<file path="src/design/bahc_pkg.sv">
// shared types, register indexes and reset values for the baro altitude hold controller
// no dependencies; imported by bahc_law, baro_altitude_hold_controller and its test bench
`timescale 1ns / 1ps

package bahc_pkg;

  localparam int CFG_IDX_W  = 3;
  localparam int CFG_DATA_W = 12;
  localparam int IN_DATA_W  = 40;
  localparam int IN_USER_W  = 2;
  localparam int OUT_DATA_W = 32;

  // register indexes on the configuration port
  localparam logic [CFG_IDX_W-1:0] REG_GAIN_KP         = 3'd0;
  localparam logic [CFG_IDX_W-1:0] REG_ERROR_BAND      = 3'd1;
  localparam logic [CFG_IDX_W-1:0] REG_DESCENT_TRANS   = 3'd2;
  localparam logic [CFG_IDX_W-1:0] REG_FINAL_DESCENT   = 3'd3;
  localparam logic [CFG_IDX_W-1:0] REG_MAX_DESCENT     = 3'd4;
  localparam logic [CFG_IDX_W-1:0] REG_COMP_LOW_LIMIT  = 3'd5;
  localparam logic [CFG_IDX_W-1:0] REG_COMP_HIGH_LIMIT = 3'd6;

  // register reset values
  localparam logic [7:0]         RST_GAIN_KP         = 8'd16;
  localparam logic [10:0]        RST_ERROR_BAND      = 11'd200;
  localparam logic [11:0]        RST_DESCENT_TRANS   = 12'd1000;
  localparam logic signed [11:0] RST_FINAL_DESCENT   = -12'sd50;
  localparam logic signed [11:0] RST_MAX_DESCENT     = -12'sd100;
  localparam logic signed [7:0]  RST_COMP_LOW_LIMIT  = -8'sd10;
  localparam logic signed [7:0]  RST_COMP_HIGH_LIMIT = 8'sd30;

  // descent counter ceiling and slew step
  localparam logic [2:0] CNT_MAX  = 3'd6;
  localparam int         SLEW_MAX = 2;

  typedef struct packed {
    logic [7:0]         gain_kp;
    logic [10:0]        error_band_cm;
    logic [11:0]        descent_transition_cm;
    logic signed [11:0] final_descent_rate;
    logic signed [11:0] max_descent_rate;
    logic signed [7:0]  comp_low_limit;
    logic signed [7:0]  comp_high_limit;
  } cfg_t;

  typedef struct packed {
    logic               throttle_moving;
    logic               holding_station;
    logic               return_hold_mode;
    logic               altitude_valid;
    logic               new_sample;
    logic signed [15:0] climb_rate;
    logic signed [15:0] altitude_cm;
  } item_t;

  typedef struct packed {
    logic signed [15:0] target_altitude;
    logic [2:0]         descent_counter;
    logic signed [7:0]  comp_value;
  } state_t;

endpackage

</file>
<file path="src/design/bahc_law.sv">
// hold law and mode selection: next controller state and hover flag for one tick
// depends on bahc_pkg
`timescale 1ns / 1ps

module bahc_law (
  input  bahc_pkg::cfg_t   cfg,
  input  bahc_pkg::item_t  item,
  input  bahc_pkg::state_t cur,
  output bahc_pkg::state_t nxt,
  output logic             hovering
);
  import bahc_pkg::*;

  logic signed [16:0] err;
  logic signed [16:0] band;
  logic signed [16:0] trans;
  logic signed [16:0] lim_wide;
  logic signed [11:0] lim;
  logic signed [8:0]  gain;
  logic signed [20:0] prod;
  logic signed [13:0] shr;
  logic signed [15:0] want;
  logic signed [15:0] comp_ext;
  logic signed [15:0] slewed;
  logic signed [15:0] lo_ext;
  logic signed [15:0] hi_ext;
  logic signed [15:0] limited;
  logic signed [15:0] roc_ext;
  logic signed [15:0] final_ext;
  logic signed [15:0] max_ext;
  logic [2:0]         cnt_law;
  logic signed [7:0]  comp_law;
  logic signed [7:0]  comp_decay;
  logic               run_law;

  // error against target, clamped to the band
  assign err   = $signed({item.altitude_cm[15], item.altitude_cm})
               - $signed({cur.target_altitude[15], cur.target_altitude});
  assign band  = $signed({6'd0, cfg.error_band_cm});
  assign trans = $signed({5'd0, cfg.descent_transition_cm});

  always_comb begin
    if (err < -band) begin
      lim_wide = -band;
    end else if (err > band) begin
      lim_wide = band;
    end else begin
      lim_wide = err;
    end
  end

  assign lim  = lim_wide[11:0];
  assign gain = $signed({1'b0, cfg.gain_kp});
  assign prod = 21'(lim * gain);
  // floor shift by 7 is the upper bits of the product
  assign shr  = prod[20:7];

  // descent counter
  assign roc_ext   = item.climb_rate;
  assign final_ext = 16'(cfg.final_descent_rate);
  assign max_ext   = 16'(cfg.max_descent_rate);

  always_comb begin
    if (err < band) begin
      cnt_law = (cur.descent_counter == 3'd0) ? 3'd0 : cur.descent_counter - 3'd1;
    end else if (((err < trans) && (roc_ext < final_ext)) || (roc_ext < max_ext)) begin
      cnt_law = (cur.descent_counter >= CNT_MAX) ? CNT_MAX : cur.descent_counter + 3'd1;
    end else begin
      cnt_law = (cur.descent_counter >= CNT_MAX) ? CNT_MAX : cur.descent_counter;
    end
  end

  // negated correction plus counter, slew step, then limits
  assign want     = -$signed({{2{shr[13]}}, shr}) + $signed({13'd0, cnt_law});
  assign comp_ext = 16'(cur.comp_value);
  assign lo_ext   = 16'(cfg.comp_low_limit);
  assign hi_ext   = 16'(cfg.comp_high_limit);

  always_comb begin
    if (want > comp_ext + 16'(SLEW_MAX)) begin
      slewed = comp_ext + 16'(SLEW_MAX);
    end else if (want < comp_ext - 16'(SLEW_MAX)) begin
      slewed = comp_ext - 16'(SLEW_MAX);
    end else begin
      slewed = want;
    end
    if (slewed < lo_ext) begin
      limited = lo_ext;
    end else if (slewed > hi_ext) begin
      limited = hi_ext;
    end else begin
      limited = slewed;
    end
  end

  assign comp_law = limited[7:0];

  always_comb begin
    if (cur.comp_value > 8'sd0) begin
      comp_decay = cur.comp_value - 8'sd1;
    end else if (cur.comp_value < 8'sd0) begin
      comp_decay = cur.comp_value + 8'sd1;
    end else begin
      comp_decay = cur.comp_value;
    end
  end

  // mode selection
  always_comb begin
    nxt     = cur;
    run_law = item.new_sample && item.altitude_valid;
    if (item.return_hold_mode && !item.holding_station) begin
      hovering = 1'b0;
    end else begin
      hovering = !item.throttle_moving;
    end
    if (item.return_hold_mode && !item.holding_station || hovering) begin
      if (run_law) begin
        nxt.descent_counter = cnt_law;
        nxt.comp_value      = comp_law;
      end
    end else begin
      nxt.target_altitude = item.altitude_cm;
      nxt.comp_value      = comp_decay;
    end
  end

endmodule

</file>
<file path="src/design/baro_altitude_hold_controller.sv">
// top level of the baro altitude hold controller: register file, input and result stages
// depends on bahc_pkg and bahc_law
`timescale 1ns / 1ps

// usage
// - in channel: one transaction per control tick; in_tdata carries altitude and climb rate
//   plus the mode flags, in_tuser says whether the sample is fresh and trustworthy
// - out channel: exactly one transaction per input transaction, in order, carrying the
//   throttle compensation, the hover flag and the target altitude after that tick
// - cfg port: one register written per cycle when cfg_wr_en is high; write only while idle
// - path: an accepted transaction is registered in the input stage, then its result is
//   registered in the result stage and offered from there on the out channel
// - throughput: one transaction per cycle unless stalled; the hold law is a single pass of
//   logic between the input stage and the result stage, and the controller state updates in
//   the same edge that loads the result, so the next tick sees it without a bubble
// - stall: the result stage holds its data while out_tready is low; one more transaction
//   is parked in the input stage, after which in_tready drops
// - reset: synchronous, active low; state clears to zero, registers take their defaults,
//   both stages empty
module baro_altitude_hold_controller (
  input  logic                                 clk,
  input  logic                                 rst_n,
  // in channel
  input  logic                                 in_tvalid,
  output logic                                 in_tready,
  // tdata: altitude_cm[15:0], climb_rate[31:16], return_hold_mode[32],
  //        holding_station[33], throttle_moving[34], zero pad[39:35]
  input  logic [bahc_pkg::IN_DATA_W-1:0]       in_tdata,
  // tuser: new_sample[0], altitude_valid[1]
  input  logic [bahc_pkg::IN_USER_W-1:0]       in_tuser,
  // out channel
  output logic                                 out_tvalid,
  input  logic                                 out_tready,
  // tdata: throttle_comp[7:0], hovering[8], target_altitude_cm[24:9], zero pad[31:25]
  output logic [bahc_pkg::OUT_DATA_W-1:0]      out_tdata,
  // configuration write port
  input  logic                                 cfg_wr_en,
  input  logic [bahc_pkg::CFG_IDX_W-1:0]       cfg_index,
  input  logic [bahc_pkg::CFG_DATA_W-1:0]      cfg_wdata
);
  import bahc_pkg::*;

  cfg_t   cfg_r;
  state_t state_r;
  state_t state_nxt;
  item_t  s1_item_r;
  logic   s1_valid_r;
  logic   out_valid_r;
  logic [OUT_DATA_W-1:0] out_data_r;
  logic [OUT_DATA_W-1:0] out_data_nxt;
  logic   hovering;
  logic   advance;
  logic   in_fire;
  item_t  in_item;

  // unpack the incoming transaction
  always_comb begin
    in_item.altitude_cm      = in_tdata[15:0];
    in_item.climb_rate       = in_tdata[31:16];
    in_item.return_hold_mode = in_tdata[32];
    in_item.holding_station  = in_tdata[33];
    in_item.throttle_moving  = in_tdata[34];
    in_item.new_sample       = in_tuser[0];
    in_item.altitude_valid   = in_tuser[1];
  end

  // input stage moves on when the result stage is empty or being drained
  assign advance   = s1_valid_r && (!out_valid_r || out_tready);
  assign in_tready = !s1_valid_r || advance;
  assign in_fire   = in_tvalid && in_tready;

  bahc_law u_law (
    .cfg      (cfg_r),
    .item     (s1_item_r),
    .cur      (state_r),
    .nxt      (state_nxt),
    .hovering (hovering)
  );

  assign out_data_nxt = {7'd0, state_nxt.target_altitude, hovering, state_nxt.comp_value};

  // configuration registers
  always_ff @(posedge clk) begin
    if (!rst_n) begin
      cfg_r.gain_kp               <= RST_GAIN_KP;
      cfg_r.error_band_cm         <= RST_ERROR_BAND;
      cfg_r.descent_transition_cm <= RST_DESCENT_TRANS;
      cfg_r.final_descent_rate    <= RST_FINAL_DESCENT;
      cfg_r.max_descent_rate      <= RST_MAX_DESCENT;
      cfg_r.comp_low_limit        <= RST_COMP_LOW_LIMIT;
      cfg_r.comp_high_limit       <= RST_COMP_HIGH_LIMIT;
    end else if (cfg_wr_en) begin
      case (cfg_index)
        REG_GAIN_KP:         cfg_r.gain_kp               <= cfg_wdata[7:0];
        REG_ERROR_BAND:      cfg_r.error_band_cm         <= cfg_wdata[10:0];
        REG_DESCENT_TRANS:   cfg_r.descent_transition_cm <= cfg_wdata;
        REG_FINAL_DESCENT:   cfg_r.final_descent_rate    <= cfg_wdata;
        REG_MAX_DESCENT:     cfg_r.max_descent_rate      <= cfg_wdata;
        REG_COMP_LOW_LIMIT:  cfg_r.comp_low_limit        <= cfg_wdata[7:0];
        REG_COMP_HIGH_LIMIT: cfg_r.comp_high_limit       <= cfg_wdata[7:0];
        default: ;
      endcase
    end
  end

  // input stage: control
  always_ff @(posedge clk) begin
    if (!rst_n) begin
      s1_valid_r <= 1'b0;
    end else if (in_tready) begin
      s1_valid_r <= in_tvalid;
    end
  end

  // input stage: payload
  always_ff @(posedge clk) begin
    if (in_fire) begin
      s1_item_r <= in_item;
    end
  end

  // controller state commits together with the result
  always_ff @(posedge clk) begin
    if (!rst_n) begin
      state_r <= '0;
    end else if (advance) begin
      state_r <= state_nxt;
    end
  end

  // result stage
  always_ff @(posedge clk) begin
    if (!rst_n) begin
      out_valid_r <= 1'b0;
    end else if (advance) begin
      out_valid_r <= 1'b1;
    end else if (out_tready) begin
      out_valid_r <= 1'b0;
    end
  end

  always_ff @(posedge clk) begin
    if (advance) begin
      out_data_r <= out_data_nxt;
    end
  end

  assign out_tvalid = out_valid_r;
  assign out_tdata  = out_data_r;

endmodule

</file>
<file path="config.mk">
export PLATFORM = sky130hd
export DESIGN_NAME = baro_altitude_hold_controller
export DESIGN_NICKNAME = d
export VERILOG_FILES = /design/src/design/bahc_pkg.sv /design/src/design/bahc_law.sv /design/src/design/baro_altitude_hold_controller.sv
export SDC_FILE = /design/constraint.sdc
export NUM_CORES = 1
export LEC_CHECK = 0
export ABC_AREA = 1
export BUFFER_PORTS_ARGS = -buffer_cell sky130_fd_sc_hd__buf_2
export CAP_MARGIN = 15
export CORE_AREA = 10 10 161 163
export CTS_CLUSTER_DIAMETER = 100
export DETAILED_ROUTE_END_ITERATION = 10
export DIE_AREA = 0 0 171 173
export MAX_ROUTING_LAYER = met4
export PLACE_DENSITY = 0.87
export SLEW_MARGIN = 20
export SYNTH_ARGS = -nofsm -noshare
export SYNTH_HDL_FRONTEND = slang
export SYNTH_SLANG_ARGS = --single-unit
</file>
<file path="constraint.sdc">
create_clock -name clk -period 34.3 [get_ports clk]
set_clock_uncertainty 0.15 [all_clocks]
set_input_delay 1.715 -clock clk [delete_from_list [all_inputs] [get_ports clk]]
set_output_delay 1.715 -clock clk [all_outputs]
set_load 0.005 [all_outputs]
</file>
==> impl_metrics.yaml <==
cells_and_area:
  antenna_cells: 0
  layout_common_cells: "nand2_1 (412), inv_1 (383), ha_1 (197), a21oi_1 (160), nor2_1 (126)"
  fin_util_pct: 73.11
  finalNetCount: 2420
  area_growth_pct: 7.921
  final_common_cell: "nand2_1"
  drive_gt1_share_pct: 8.831
critical_path:
  cp.required_ps: 34330
  rr_startpoint: "s1_item_r[0]"
  worst-r2r-setup-slack_ps: 20080
  crit_end: "out_tdata[1]"
  r2r_cells: 76
  worstPathArrival_ps: 14240
  critPathLaunchType: "flip-flop"
  critical_path_class: "reg -> reg"
  cp_slowest_cell: "fa_1"
  cp_common_cell: "nand2_1"
  end_kind: "flip-flop"
  rr_endpoint: "out_tdata[1]"
  slowest_delay_ps: 560
  cp-startpoint: "s1_item_r[0]"
  crit_fanout: 14
synth:
  synth-seq-cells: 162
  avgSynthCellArea_sq_um: 7.585
  async_flop_share_pct: 0
  netlist_area_sq_um: 15290
  yosysWarnings: 0
  synthCells: 2016
  synthFlopType: "dfxtp_1"
  synth_area_leaders: "ha_1 (16%), dfxtp_1 (13%), edfxtp_1 (12%), fa_1 (10%), nand2_1 (10%)"
  yosysSeqAreaShare_pct: 25.27
  ys_types: 52
  synth_edf_count: 62
  synth_top_cell_by_area: "ha_1"
  synth_top_area_share_pct: 16.12
global_route:
  antenna_found_initial: 0
  grt_pass1_wl_um: 63710
  grt.total_usage_pct: 26.50
  grt_max_degree: 69
  first_global_vias: 13727
  grt-ovfl-total: 0
sta:
  hold_viol_final: 0
  drv_slew: 0
  finalCriticalPeriod_ps: 14220
  worst_pin_slew_ps: 1072
  tns_ps: 0
  rsz0062_at_grt: "false"
  max_freq_mhz: 70.35
  postLayoutSetupSlackWorst_ps: 20080
  setup_viol: 0
  relSlewSlack_pct: 28.42
  period_share_pct: 41.44
min_path:
  hp-class: "reg -> reg"
  whs_path_depth: 2
die:
  dieArea_sq_um: 29580
  die_x_um: 171
  fp-row-count: 55
  core_area_sq_um: 22570
  io_pins: 96
  die_height_um: 173
  start_util_pct: 67.74
clocking:
  clock-sinks: 162
  post_cts_resized: 0
  cts_max_level: 4
  holdBufCountCts: 0
  cts_buffers: 17
  post_cts_buffers: 0
  worst_skew_pair.late_latency_ps: 430
  path_clk_slew_ps: 70
  tritoncts: "built"
  cts_root_buf: "clkbuf_16"
  ctsLongestPathBuffers: 2
pwr:
  p_per_area_nw_per_um2: 91.27
  p_leak_nw: 8.670
  peakVddDrop_v: 0.00008052
placed_design:
  dpl.hpwl_um: 29900
  port-buffer-count: 83
  dpl_worst_slack_ps: 20320
  place_congestion: 0.9586
drt:
  dr.pass1.iters: 6
  vias_per_cell: 5.712
  vias: 13594
  drc: 0
  drt_iter0_drc: 1116
  wl_um: 37890
  antenna_left: 0
  routedWlPerCell_um: 15.92
run:
  cap_violations: 0
status:
  status: "complete, no violations"
## layer usage
| metal | vias to the layer above | part of all wire, % | GRT usage (%) |
|---|---|---|---|
| met5 | - | 0 | - |
| met4 | 0 | 3.7 | 10.62 |
| met3 | 100 | 7.2 | 3.826 |
| met2 | 543 | 46 | 41.64 |
| met1 | 6314 | 43 | 33.63 |
| li1 | 6637 | - | - |
## through the flow
step	cell area (sq um)	power [mW]	hold WS, ps	instances
3_3_place_gp	15930	1.240	295.3	2348
2_1_floorplan	15310	1.041	280.9	2022
5_1_grt	16500	1.667	342.8	2380
6_report	16500	1.506	314.3	2380
4_1_cts	16500	1.488	316.8	2380
3_5_place_dp	15930	1.294	307.7	2348
## worst min path at each step
stage / slack [ps] / start / to
CTS: 320 / cfg_r[21] / cfg_r[21]
finish: 310 / cfg_r[21] / cfg_r[21]
global placement: 300 / cfg_r[33] / cfg_r[33]
global route: 340 / cfg_r[32] / cfg_r[32]
floorplan: 280 / cfg_r[16] / cfg_r[16]
detailed placement: 310 / cfg_r[21] / cfg_r[21]
## worst max-delay path: cells and delay by family, from the launching register on
kind,cells,cell delay [ps]
simple gates,34,4630
buf+inv,14,1580
xor+xnor,3,790
flops,1,360
compound gates,14,2380
fa+ha+maj,11,4050
## area by class of cell
cell class	instances	area [sq um]
timing repair buffer	90	467.9
sequential	162	3864
multi-input combinational	1416	9756
inverter	395	1483
clock buffer	18	429.2
tap	285	356.6
clock inverter	14	146.4
fill	1729	6070
## flip-flops by register name, indices dropped and copies added, names as in the netlist
register	flops
out_tvalid	1
out_tdata	25
s1_valid_r	1
s1_item_r	37
cfg_r	71
state_r	27
## synthesized netlist by cell type (32+ instances only)
| cell | instances |
|---|---|
| edfxtp_1 | 62 |
| o211ai_1 | 47 |
| ha_1 | 197 |
| nand3_1 | 61 |
| xor2_1 | 32 |
| nand2_1 | 412 |
| o21ai_0 | 123 |
| nor2_1 | 126 |
| a21oi_1 | 160 |
| fa_1 | 79 |
| clkbuf_1 | 40 |
| inv_1 | 383 |
| dfxtp_1 | 100 |
## where the power goes
part / internal (mW) / leakage [nW] / switching (mW) / total, mW
logic: 0.385 / 6.97 / 0.714 / 1.10
clock network: 0.103 / 0.281 / 0.0846 / 0.187
registers: 0.213 / 1.42 / 0.00719 / 0.220
## logic make-up after synthesis
family	synth area share [%]
AOI/OAI and AO/OA	13.99
and+or+nand+nor	19.83
buffers and inverters	11.08
xor gates and xnor gates	3.347
adders and majority gates	26.46
other	0.02452
DFF	25.27
Note: power is estimated with default switching activity, not from simulation.
